### src/rtl/frsm_pkg.sv
// Shared constants and types for the frame rate statistics monitor.
package frsm_pkg;

  localparam int TIME_W  = 32;
  localparam int FPS_W   = 16;
  localparam int WIN_W   = 16;
  localparam int SCALE_W = 14;
  localparam int PROD_W  = TIME_W + SCALE_W;
  localparam int QCNT_W  = 4;

  // Input mode codes.
  localparam logic MODE_FRAME   = 1'b0;
  localparam logic MODE_RESTART = 1'b1;

  // 1000 milliseconds per second scaled by 16 for the 12.4 result.
  localparam logic [SCALE_W-1:0] FPS_SCALE       = 14'd16000;
  localparam logic [FPS_W-1:0]   FPS_MAX         = 16'hFFFF;
  localparam logic [TIME_W-1:0]  FRAME_MS_INIT   = 32'd999999;
  localparam logic [FPS_W-1:0]   FLOOR_FPS_INIT  = 16'd15984;
  localparam logic [WIN_W-1:0]   WINDOW_MS_RESET = 16'd1000;

  typedef struct packed {
    logic              start;
    logic [PROD_W-1:0] num;
    logic [TIME_W-1:0] den;
  } div_req_t;

  typedef struct packed {
    logic             done;
    logic [FPS_W-1:0] quot;
  } div_rsp_t;

endpackage

### src/rtl/frsm_if.sv
// Valid/ready channel interfaces for input events, results and configuration.
interface frsm_in_if;
  import frsm_pkg::*;
  logic              valid;
  logic              ready;
  logic              mode;
  logic [TIME_W-1:0] now_ms;
  modport source (output valid, mode, now_ms, input ready);
  modport sink   (input valid, mode, now_ms, output ready);
endinterface

interface frsm_out_if;
  import frsm_pkg::*;
  logic              valid;
  logic              ready;
  logic [FPS_W-1:0]  last_fps;
  logic [FPS_W-1:0]  avg_fps;
  logic [FPS_W-1:0]  best_fps;
  logic [FPS_W-1:0]  worst_fps;
  logic [TIME_W-1:0] best_frame_ms;
  logic [TIME_W-1:0] worst_frame_ms;
  logic              window_closed;
  modport source (output valid, last_fps, avg_fps, best_fps, worst_fps, best_frame_ms,
                  worst_frame_ms, window_closed, input ready);
  modport sink   (input valid, last_fps, avg_fps, best_fps, worst_fps, best_frame_ms,
                  worst_frame_ms, window_closed, output ready);
endinterface

interface frsm_cfg_if;
  import frsm_pkg::*;
  logic             valid;
  logic             ready;
  logic [WIN_W-1:0] window_ms;
  modport source (output valid, window_ms, input ready);
  modport sink   (input valid, window_ms, output ready);
endinterface

### src/rtl/frame_rate_statistics_monitor_core.sv
// Path: a restart word goes straight to S_DONE; a frame word passes S_FT, S_MM and S_CHK,
// and one that closes the window also waits in S_DIV for the 16-step divider (cut short
// when the FPS saturates), then S_FPS and S_PK. S_DONE waits for the output register.
// One word is in flight at a time; in_ch.ready returns once the result is registered.
// Synchronous active-low reset restores all statistics and sets window_ms to 1000.
module frame_rate_statistics_monitor_core (
  input logic        clk,
  input logic        rst_n,
  frsm_in_if.sink    in_ch,
  frsm_out_if.source out_ch,
  frsm_cfg_if.sink   cfg_ch
);
  import frsm_pkg::*;

  localparam logic [2:0] S_IDLE = 3'd0;
  localparam logic [2:0] S_FT   = 3'd1;
  localparam logic [2:0] S_MM   = 3'd2;
  localparam logic [2:0] S_CHK  = 3'd3;
  localparam logic [2:0] S_DIV  = 3'd4;
  localparam logic [2:0] S_FPS  = 3'd5;
  localparam logic [2:0] S_PK   = 3'd6;
  localparam logic [2:0] S_DONE = 3'd7;

  logic [2:0]        state_r, state_nxt;
  logic [WIN_W-1:0]  window_ms_r, window_ms_nxt;
  logic [TIME_W-1:0] now_r, now_nxt;
  logic [TIME_W-1:0] prev_r, prev_nxt;
  logic [TIME_W-1:0] wstart_r, wstart_nxt;
  logic [TIME_W-1:0] frames_r, frames_nxt;
  logic [TIME_W-1:0] ftime_r, ftime_nxt;
  logic [TIME_W-1:0] elapsed_r, elapsed_nxt;
  logic [TIME_W-1:0] short_r, short_nxt;
  logic [TIME_W-1:0] long_r, long_nxt;
  logic [FPS_W-1:0]  wfps_r, wfps_nxt;
  logic [FPS_W-1:0]  mean_r, mean_nxt;
  logic [FPS_W-1:0]  peak_r, peak_nxt;
  logic [FPS_W-1:0]  floor_r, floor_nxt;
  logic [PROD_W-1:0] prod_r, prod_nxt;
  logic              closed_r, closed_nxt;

  logic              out_valid_r, out_valid_nxt;
  logic [FPS_W-1:0]  o_last_r, o_avg_r, o_best_r, o_worst_r;
  logic [TIME_W-1:0] o_bfm_r, o_wfm_r;
  logic              o_closed_r;
  logic              out_load;

  logic [FPS_W:0]    mean_sum;
  div_req_t          div_req;
  div_rsp_t          div_rsp;

  frsm_div u_div (
    .clk   (clk),
    .rst_n (rst_n),
    .req   (div_req),
    .rsp   (div_rsp)
  );

  assign in_ch.ready  = (state_r == S_IDLE);
  assign cfg_ch.ready = 1'b1;

  assign div_req.start = (state_r == S_CHK) && (elapsed_r > {16'b0, window_ms_r});
  assign div_req.num   = prod_r;
  assign div_req.den   = elapsed_r;

  assign mean_sum = {1'b0, mean_r} + {1'b0, div_rsp.quot};
  assign out_load = (state_r == S_DONE) && (!out_valid_r || out_ch.ready);

  always_comb begin
    state_nxt     = state_r;
    window_ms_nxt = window_ms_r;
    now_nxt       = now_r;
    prev_nxt      = prev_r;
    wstart_nxt    = wstart_r;
    frames_nxt    = frames_r;
    ftime_nxt     = ftime_r;
    elapsed_nxt   = elapsed_r;
    short_nxt     = short_r;
    long_nxt      = long_r;
    wfps_nxt      = wfps_r;
    mean_nxt      = mean_r;
    peak_nxt      = peak_r;
    floor_nxt     = floor_r;
    prod_nxt      = prod_r;
    closed_nxt    = closed_r;

    if (cfg_ch.valid) begin
      window_ms_nxt = cfg_ch.window_ms;
    end

    case (state_r)
      S_IDLE: begin
        if (in_ch.valid) begin
          now_nxt    = in_ch.now_ms;
          closed_nxt = 1'b0;
          if (in_ch.mode == MODE_RESTART) begin
            prev_nxt   = in_ch.now_ms;
            wstart_nxt = in_ch.now_ms;
            frames_nxt = '0;
            short_nxt  = FRAME_MS_INIT;
            long_nxt   = '0;
            wfps_nxt   = '0;
            mean_nxt   = '0;
            peak_nxt   = '0;
            floor_nxt  = FLOOR_FPS_INIT;
            state_nxt  = S_DONE;
          end else begin
            state_nxt = S_FT;
          end
        end
      end
      S_FT: begin
        ftime_nxt  = now_r - prev_r;
        prev_nxt   = now_r;
        frames_nxt = frames_r + 1'b1;
        state_nxt  = S_MM;
      end
      S_MM: begin
        if (ftime_r < short_r) begin
          short_nxt = ftime_r;
        end
        if (ftime_r > long_r) begin
          long_nxt = ftime_r;
        end
        elapsed_nxt = now_r - wstart_r;
        prod_nxt    = {14'b0, frames_r} * {32'b0, FPS_SCALE};
        state_nxt   = S_CHK;
      end
      S_CHK: begin
        state_nxt = div_req.start ? S_DIV : S_DONE;
      end
      S_DIV: begin
        if (div_rsp.done) begin
          wfps_nxt  = div_rsp.quot;
          mean_nxt  = (mean_r == '0) ? div_rsp.quot : mean_sum[FPS_W:1];
          state_nxt = S_FPS;
        end
      end
      S_FPS: begin
        if (wfps_r > peak_r) begin
          peak_nxt = wfps_r;
        end
        if (wfps_r < floor_r) begin
          floor_nxt = wfps_r;
        end
        state_nxt = S_PK;
      end
      S_PK: begin
        wstart_nxt = now_r;
        frames_nxt = '0;
        closed_nxt = 1'b1;
        state_nxt  = S_DONE;
      end
      S_DONE: begin
        if (out_load) begin
          state_nxt = S_IDLE;
        end
      end
      default: begin
        state_nxt = S_IDLE;
      end
    endcase
  end

  always_comb begin
    out_valid_nxt = out_valid_r;
    if (out_ch.ready) begin
      out_valid_nxt = 1'b0;
    end
    if (out_load) begin
      out_valid_nxt = 1'b1;
    end
  end

  always_ff @(posedge clk) begin
    if (!rst_n) begin
      state_r     <= S_IDLE;
      window_ms_r <= WINDOW_MS_RESET;
      prev_r      <= '0;
      wstart_r    <= '0;
      frames_r    <= '0;
      short_r     <= FRAME_MS_INIT;
      long_r      <= '0;
      wfps_r      <= '0;
      mean_r      <= '0;
      peak_r      <= '0;
      floor_r     <= FLOOR_FPS_INIT;
      closed_r    <= 1'b0;
      out_valid_r <= 1'b0;
    end else begin
      state_r     <= state_nxt;
      window_ms_r <= window_ms_nxt;
      prev_r      <= prev_nxt;
      wstart_r    <= wstart_nxt;
      frames_r    <= frames_nxt;
      short_r     <= short_nxt;
      long_r      <= long_nxt;
      wfps_r      <= wfps_nxt;
      mean_r      <= mean_nxt;
      peak_r      <= peak_nxt;
      floor_r     <= floor_nxt;
      closed_r    <= closed_nxt;
      out_valid_r <= out_valid_nxt;
    end
    now_r     <= now_nxt;
    ftime_r   <= ftime_nxt;
    elapsed_r <= elapsed_nxt;
    prod_r    <= prod_nxt;
  end

  // The result word is held here so the next event can start while it waits.
  always_ff @(posedge clk) begin
    if (out_load) begin
      o_last_r   <= wfps_r;
      o_avg_r    <= mean_r;
      o_best_r   <= peak_r;
      o_worst_r  <= floor_r;
      o_bfm_r    <= short_r;
      o_wfm_r    <= long_r;
      o_closed_r <= closed_r;
    end
  end

  assign out_ch.valid          = out_valid_r;
  assign out_ch.last_fps       = o_last_r;
  assign out_ch.avg_fps        = o_avg_r;
  assign out_ch.best_fps       = o_best_r;
  assign out_ch.worst_fps      = o_worst_r;
  assign out_ch.best_frame_ms  = o_bfm_r;
  assign out_ch.worst_frame_ms = o_wfm_r;
  assign out_ch.window_closed  = o_closed_r;

endmodule

### src/rtl/frsm_div.sv
// Radix-2 restoring divider with saturation to a 16-bit quotient.
module frsm_div (
  input  logic               clk,
  input  logic               rst_n,
  input  frsm_pkg::div_req_t req,
  output frsm_pkg::div_rsp_t rsp
);
  import frsm_pkg::*;

  localparam logic [1:0] D_IDLE = 2'd0;
  localparam logic [1:0] D_SAT  = 2'd1;
  localparam logic [1:0] D_STEP = 2'd2;

  logic [1:0]              dst_r, dst_nxt;
  logic [QCNT_W-1:0]       cnt_r, cnt_nxt;
  logic                    done_r, done_nxt;
  logic [TIME_W-1:0]       den_r, den_nxt;
  logic [TIME_W-1:0]       rem_r, rem_nxt;
  logic [PROD_W-FPS_W-1:0] hi_r, hi_nxt;
  logic [FPS_W-1:0]        lo_r, lo_nxt;
  logic [FPS_W-1:0]        quot_r, quot_nxt;

  logic [TIME_W:0]   unit_a;
  logic [TIME_W+1:0] diff;
  logic              ge;

  // The one compare/subtract unit: first the overflow test on the upper
  // bits, then one quotient bit per cycle.
  assign unit_a = (dst_r == D_SAT) ? {3'b0, hi_r} : {rem_r, lo_r[FPS_W-1]};
  assign diff   = {1'b0, unit_a} - {2'b0, den_r};
  assign ge     = ~diff[TIME_W+1];

  always_comb begin
    dst_nxt  = dst_r;
    cnt_nxt  = cnt_r;
    done_nxt = 1'b0;
    den_nxt  = den_r;
    rem_nxt  = rem_r;
    hi_nxt   = hi_r;
    lo_nxt   = lo_r;
    quot_nxt = quot_r;
    case (dst_r)
      D_IDLE: begin
        if (req.start) begin
          hi_nxt  = req.num[PROD_W-1:FPS_W];
          lo_nxt  = req.num[FPS_W-1:0];
          den_nxt = req.den;
          dst_nxt = D_SAT;
        end
      end
      D_SAT: begin
        if (ge) begin
          quot_nxt = FPS_MAX;
          done_nxt = 1'b1;
          dst_nxt  = D_IDLE;
        end else begin
          rem_nxt = {2'b0, hi_r};
          cnt_nxt = '0;
          dst_nxt = D_STEP;
        end
      end
      D_STEP: begin
        rem_nxt  = ge ? diff[TIME_W-1:0] : unit_a[TIME_W-1:0];
        quot_nxt = {quot_r[FPS_W-2:0], ge};
        lo_nxt   = {lo_r[FPS_W-2:0], 1'b0};
        cnt_nxt  = cnt_r + 1'b1;
        if (cnt_r == QCNT_W'(FPS_W - 1)) begin
          done_nxt = 1'b1;
          dst_nxt  = D_IDLE;
        end
      end
      default: begin
        dst_nxt = D_IDLE;
      end
    endcase
  end

  always_ff @(posedge clk) begin
    if (!rst_n) begin
      dst_r  <= D_IDLE;
      cnt_r  <= '0;
      done_r <= 1'b0;
    end else begin
      dst_r  <= dst_nxt;
      cnt_r  <= cnt_nxt;
      done_r <= done_nxt;
    end
    den_r  <= den_nxt;
    rem_r  <= rem_nxt;
    hi_r   <= hi_nxt;
    lo_r   <= lo_nxt;
    quot_r <= quot_nxt;
  end

  assign rsp.done = done_r;
  assign rsp.quot = quot_r;

endmodule

### src/flat_wrapper.sv
// flat-port wrapper written by rule: the top's interface ports become plain ports
module frame_rate_statistics_monitor_core_flat import frsm_pkg::*;
  (clk, rst_n, in_ch_valid, in_ch_mode, in_ch_now_ms, in_ch_ready, out_ch_valid, out_ch_last_fps, out_ch_avg_fps, out_ch_best_fps, out_ch_worst_fps, out_ch_best_frame_ms, out_ch_worst_frame_ms, out_ch_window_closed, out_ch_ready, cfg_ch_valid, cfg_ch_window_ms, cfg_ch_ready);
  frsm_in_if in_ch_i ();
  frsm_out_if out_ch_i ();
  frsm_cfg_if cfg_ch_i ();
  input logic clk;
  input logic rst_n;
  input wire logic [$bits(in_ch_i.valid)-1:0] in_ch_valid;
  input wire logic [$bits(in_ch_i.mode)-1:0] in_ch_mode;
  input wire logic [$bits(in_ch_i.now_ms)-1:0] in_ch_now_ms;
  output wire logic [$bits(in_ch_i.ready)-1:0] in_ch_ready;
  output wire logic [$bits(out_ch_i.valid)-1:0] out_ch_valid;
  output wire logic [$bits(out_ch_i.last_fps)-1:0] out_ch_last_fps;
  output wire logic [$bits(out_ch_i.avg_fps)-1:0] out_ch_avg_fps;
  output wire logic [$bits(out_ch_i.best_fps)-1:0] out_ch_best_fps;
  output wire logic [$bits(out_ch_i.worst_fps)-1:0] out_ch_worst_fps;
  output wire logic [$bits(out_ch_i.best_frame_ms)-1:0] out_ch_best_frame_ms;
  output wire logic [$bits(out_ch_i.worst_frame_ms)-1:0] out_ch_worst_frame_ms;
  output wire logic [$bits(out_ch_i.window_closed)-1:0] out_ch_window_closed;
  input wire logic [$bits(out_ch_i.ready)-1:0] out_ch_ready;
  input wire logic [$bits(cfg_ch_i.valid)-1:0] cfg_ch_valid;
  input wire logic [$bits(cfg_ch_i.window_ms)-1:0] cfg_ch_window_ms;
  output wire logic [$bits(cfg_ch_i.ready)-1:0] cfg_ch_ready;
  assign in_ch_i.valid = in_ch_valid;
  assign in_ch_i.mode = in_ch_mode;
  assign in_ch_i.now_ms = in_ch_now_ms;
  assign in_ch_ready = in_ch_i.ready;
  assign out_ch_valid = out_ch_i.valid;
  assign out_ch_last_fps = out_ch_i.last_fps;
  assign out_ch_avg_fps = out_ch_i.avg_fps;
  assign out_ch_best_fps = out_ch_i.best_fps;
  assign out_ch_worst_fps = out_ch_i.worst_fps;
  assign out_ch_best_frame_ms = out_ch_i.best_frame_ms;
  assign out_ch_worst_frame_ms = out_ch_i.worst_frame_ms;
  assign out_ch_window_closed = out_ch_i.window_closed;
  assign out_ch_i.ready = out_ch_ready;
  assign cfg_ch_i.valid = cfg_ch_valid;
  assign cfg_ch_i.window_ms = cfg_ch_window_ms;
  assign cfg_ch_ready = cfg_ch_i.ready;
  frame_rate_statistics_monitor_core u_core (.clk(clk), .rst_n(rst_n), .in_ch(in_ch_i), .out_ch(out_ch_i), .cfg_ch(cfg_ch_i));
endmodule
### config.mk
export PLATFORM = sky130hd
export DESIGN_NAME = frame_rate_statistics_monitor_core_flat
export DESIGN_NICKNAME = d
export VERILOG_FILES = /design/src/rtl/frsm_pkg.sv /design/src/rtl/frsm_if.sv /design/src/rtl/frame_rate_statistics_monitor_core.sv /design/src/rtl/frsm_div.sv /design/src/flat_wrapper.sv
export SDC_FILE = /design/constraint.sdc
export NUM_CORES = 2
export LEC_CHECK = 0
export BUFFER_PORTS_ARGS = -buffer_cell sky130_fd_sc_hd__buf_2
export CORE_MARGIN = 4
export CORE_UTILIZATION = 40
export CTS_CLUSTER_DIAMETER = 200
export DETAILED_ROUTE_END_ITERATION = 8
export PLACE_DENSITY = 0.55
export RECOVER_POWER = 100
export SYNTH_ARGS = -nofsm -noshare
export SYNTH_HDL_FRONTEND = slang
export SYNTH_SLANG_ARGS = --single-unit
### constraint.sdc
create_clock -name clk -period 12 [get_ports clk]
set_input_delay 0.6 -clock clk [delete_from_list [all_inputs] [get_ports clk]]
set_output_delay 0.6 -clock clk [all_outputs]
set_load 0.05 [all_outputs]
# Yosys cells after proc, flatten, opt, wreduce, memory -nomap -nowiden
# Index checks and enable logic that the tools add are counted.
# totals
reg_bits	642
latchBits	0
mem_bits_rw	0
rom_bits	0
elab_cells	152
n_memories	0
# op_classes
addsub	6
n_mul	1
div	0
n_lt_le_gt_ge	5
eq_ne	22
shift	0
n_mux	53
n_bitwise	1
n_reduce_logical	32
# ops
op	n
$mux 32	10
$pmux 32 s2	5
$pmux 16 s2	6
$mux 16	11
$pmux 32 s3	1
$sub 32x32->32	2
$mul 32x7->39 const B	1
$sub 33x32->34	1
$mux 33	1
$add 32x1->32 const B	1
$gt 32x16->1	1
$gt 32x32->1	1
$lt 32x32->1	1
$pmux 3 s8	1
$reduce_and 4->1	5
$add 16x16->17	1
$gt 16x16->1	1
$logic_not 16->1	1
$lt 16x16->1	1
$reduce_bool 2->1	8
$reduce_and 2->1	7
$eq 3x3->1 const B	4
$mux 3	4
$ne 2x1->1 const B	6
21 further kinds	39

# Longest topological paths before layout
# logic_depth
ltp_word	5
depth_mapped	17

# Modules after synthesis
# From an unflattened synthesis, not the netlist that was laid out.
# hier_totals
cells_unflattened	3504
area_unflattened_um2	37532.2
# by_module_without_submodules
module	instances	cells_each	area_each_um2
frame_rate_statistics_monitor_core	1	2880	30326.6
frsm_div	1	624	7205.7

# Worst setup path before layout
# OpenSTA, ideal clock, no wires.
# synth_path
path_type	reg-to-reg
startpoint	register u_core.elapsed_r[15]
endpoint	register u_core.u_div.lo_r[10] (enable)
t_arrival_ns	7.802
required_time_ns	11.664
slack_ns	3.862
stages_incl_launch_ff	10
n_path_buf	0
period_less_slack_ns	8.138
path_cell_list	edfxtp_1 > ha_1 > and4_1 > nand4_1 > nor3_1 > o21ai_0 > o2111ai_1 > a21oi_1 > nor4_1 > a21o_1
# synth_via
elab_chain_len	4
# synth_lines
item	line_no	source
start: declaration	frame_rate_statistics_monitor_core.sv:31	logic [TIME_W-1:0] elapsed_r, elapsed_nxt;
start signal: assignment	frame_rate_statistics_monitor_core.sv:206	elapsed_r <= elapsed_nxt;
$gt 32x16->1	frame_rate_statistics_monitor_core.sv:61	assign div_req.start = (state_r == S_CHK) && (elapsed_r > {16'b0, window_ms_r});
$logic_and 1x1->1	frame_rate_statistics_monitor_core.sv:61	
$ne 2x1->1 (no source line)	--	
$reduce_and 2->1 (no source line)	--	
end signal: assignment	frsm_div.sv:91	lo_r <= lo_nxt;
end: declaration	frsm_div.sv:20	logic [FPS_W-1:0] lo_r, lo_nxt;
# Every way passes these cells.
# A chain may end at the register's enable or synchronous reset.

# Worst setup path after layout
# layout_path
startpoint	register u_core.u_div.dst_r[1]
endpoint	register u_core.u_div.rem_r[4] (enable)
# layout_via
elab_chain_len	5
# layout_lines
item	line_no	source
start: declaration	frsm_div.sv:14	logic [1:0] dst_r, dst_nxt;
start signal: assignment	frsm_div.sv:84	dst_r <= dst_nxt;
$eq 2x1->1	frsm_div.sv:29, frsm_div.sv:42	
$mux 33	frsm_div.sv:29	assign unit_a = (dst_r == D_SAT) ? {3'b0, hi_r} : {rem_r, lo_r[FPS_W-1]};
$sub 33x32->34	frsm_div.sv:30	assign diff = {1'b0, unit_a} - {2'b0, den_r};
$ne 2x2->1 (no source line)	--	
$reduce_and 2->1 (no source line) *	--	
end signal: assignment	frsm_div.sv:89	rem_r <= rem_nxt;
end: declaration	frsm_div.sv:18	logic [TIME_W-1:0] rem_r, rem_nxt;
# Every way passes the cells marked *; elsewhere a longest branch is shown, timed or not.

==> run_results.csv <==
group,metric,value,unit
floorplanning,ios,186,
power,ir_worst_vdd,113.2,µV
clock_tree,cts_setup_buffers,0,
setup_path,end_kind,"register",
sta,worst_pin_slew,4030,ps
placement,io_buffers,184,
setup_path,crit_path_cell_trace,"inv_1, ha_1, clkbuf_1, mux2i_1, inv_1, ha_1, nor2b_1, o21ai_0, a21oi_1, o31a_1, a22oi_1, a21bo_1, a21oi_4, clkbuf_1, o21ai_0, clkbuf_1",
detailed_routing,detail_route.first_pass.iterations,5,
global_route,grt.overflow.total,0,
yosys,syn_nets,3951,
finish,num-nets-final,4129,
floorplanning,die_h,311.2,µm
floorplanning,core-area,90560,µm²
clock_tree,holdBufCountCts,0,
power,leakage,0.01640,µW
yosys,async_flop_share,0,%
detailed_routing,drtIter0Drc,1401,
floorplanning,initial_core_util,40.60,%
setup_path,slowest_stage,"clkbuf_1",
setup_path,crit_top_cell,"clkbuf_1",
setup_path,cp_max_fo,37,
detailed_routing,via_count,25410,
sta,finalMaxSlewViolations,804,
placement,place.gp.congestion,0.8389,
status,violations,"capacitance limit, slew limit",
finish,synthToLayoutAreaGrowth,12.17,%
yosys,synthDistinctLibCells,90,
yosys,syn_area_per_cell,10.60,µm²
clock_tree,cts-root-buf,"clkbuf_16",
global_route,grt_pass1_wl,139100,µm
finish,antenna_cells,0,
setup_path,critPathRequiredTime,12200,ps
yosys,synth_area,36760,µm²
worst_hold_path,hold_path.class,"in -> reg",
detailed_routing,ant_nets,0,
yosys,ys_seq_elements,635,
power,power_density,199.2,nW/µm²
clock_tree,clk_path_buf_depth,3,
sta,fmax,131.0,MHz
sta,timing.final.hold_violations,0,
finish,utilization,45.53,%
status,status,"finished with violations",
sta,max_slew_margin,-168.7,%
setup_path,arrival,7830,ps
global_route,grt_max_degree,76,
yosys,yosysWarnings,0,
yosys,synth_top_flop_cell,"edfxtp_1",
clock_tree,cts_buffers,77,
floorplanning,fp.dieArea,96820,µm²
clock_tree,cts_resized,0,
global_route,grt_usage,17.70,%
detailed_routing,drc,0,
sta,setup_viol,0,
finish,layout-drive-gt1-share,6.095,%
clock_tree,cts.sink_count,635,
sta,fin_setup_tns,0,ps
placement,dp_hpwl,63700,µm
global_route,grt_antenna_before_repair,2,
setup_path,slowest_delay,1510,ps
yosys,synth_edf_count,383,
global_route,grt_pass1_vias,24860,
sta,skew,37.34,ps
floorplanning,die_w,311.2,µm
clock_tree,cts_tree,"built",
yosys,synthesis.instances,3467,
sta,period_needed,7635,ps
clock_tree,insertion_delay,650,ps
setup_path,critPathKind,"reg -> reg",
yosys,synth-seq-area-share,45.01,%
job,drv_cap,17,
sta,rsz0062_at_grt,"false",
clock_tree,clk_pin_slew,60,ps
detailed_routing,routedWlPerCell,17.66,µm
sta,finalCritPeriodShare,63.63,%
floorplanning,num_rows,110,
detailed_routing,vias_per_cell,5.204,
setup_path,cp-start-kind,"register",
clock_tree,cts_max_level,3,
detailed_routing,wl,86250,µm
synth_stat cells (81+ instances only):
master | number | area share, %
dfxtp_1 | 252 | 14
edfxtp_1 | 383 | 31
nor2_1 | 305 | 3.1
clkbuf_1 | 81 | 0.83
fa_1 | 122 | 6.6
a21o_1 | 96 | 2.0
o21ai_0 | 108 | 1.5
mux2i_1 | 131 | 3.6
a21oi_1 | 188 | 2.6
xnor2_1 | 103 | 2.5
nand2_1 | 169 | 1.7
a211oi_1 | 83 | 1.7
inv_1 | 409 | 4.2
ha_1 | 308 | 10
per-layer routing:
layer	vias to the layer above	part of all wire [%]	global-route usage, %
li1	12690	-	-
met1	12220	49	25.79
met2	410	45	27.70
met3	92	4.6	3.150
met4	2	1.9	3.715
met5	-	0.013	0
critical path: cells and delay by family (launching register included):
family                     cells  cell delay (ps)
AOI/OAI and AO/OA              7             1860
muxes                          1              510
DFF                            1              320
buffers and inverters          5             3880
adders and majority gates      2              420
and+or+nand+nor                1              130
state kept, by name (all words and copies together), names as in the netlist, 30 cells and up:
signal	count
u_core.prod_r	39
u_core.u_div.den_r	32
u_core.ftime_r	32
u_core.frames_r	32
u_core.now_r	32
u_core.elapsed_r	32
u_core.wstart_r	32
u_core.u_div.rem_r	32
u_core.u_div.hi_r	30
u_core.prev_r	32
u_core.out_ch.worst_frame_ms	32
u_core.short_r	32
u_core.long_r	32
u_core.out_ch.best_frame_ms	32
through the flow:
step / hold WS (ps) / setup WS (ps) / cells / power, µW / area (µm²)
after global placement: 407.0 / 6753 / 4742 / 5864 / 38980
after global routing: 170.3 / 3592 / 4884 / 8780 / 41240
after CTS: 103.9 / 6663 / 4884 / 8306 / 41580
after floorplan: 400.3 / 3862 / 3467 / 5162 / 36760
after detailed placement: 407.2 / 6694 / 4742 / 5880 / 38980
final: 191.8 / 4365 / 4884 / 8214 / 41240
layout by cell type (no fill, tap or decap), types with 46 or more instances in the layout:
master     count
nand3_1       59
inv_1        408
nor3_1        46
clkbuf_1     190
ha_1         308
a21o_1        96
a211oi_1      83
mux2i_1      131
a21oi_1      188
clkbuf_16     78
nor2_1       303
edfxtp_1     383
dfxtp_1      252
o21ai_0      111
fa_1         122
nand2_1      169
xnor2_1      103
kinds of logic (layout without fill, tap and decap cells):
group | count (synthesis) | count (layout) | synth area share, %
xor+xnor | 136 | 136 | 3.240
flops | 635 | 635 | 45.01
buf+inv | 523 | 764 | 5.493
mux | 171 | 171 | 4.792
simple gates | 849 | 849 | 11.20
fa+ha+maj | 430 | 430 | 17.13
other cells | 1 | 1 | 0.01020
compound gates | 722 | 722 | 13.14
area by class of cell:
type | instances | area (µm²)
repair buffers | 212 | 863.3
fillers | 8712 | 49320
clock buffers | 92 | 2044
flip-flops and latches | 635 | 16550
clock inverters | 50 | 559.3
inverters | 410 | 1540
well taps | 1176 | 1471
multi-input cells | 2309 | 18210
where the power goes:
group          total, µW  internal [µW]  switching (µW)
sequential          3120           2850             272
combinational       2720           1070            1650
clock               2380           1410             972
final timing paths:
check	start	cells past startpoint	slack, ps	end
hold reg to reg	u_core.prod_r[17]	0	390	u_core.u_div.hi_r[1]
setup reg to reg	u_core.u_div.dst_r[1]	16	4360	u_core.u_div.rem_r[4]
hold / removal	cfg_ch_window_ms[6]	3	190	u_core.window_ms_r[6]
setup / recovery	u_core.u_div.dst_r[1]	16	4360	u_core.u_div.rem_r[4]
(Power assumes the default switching activity.)
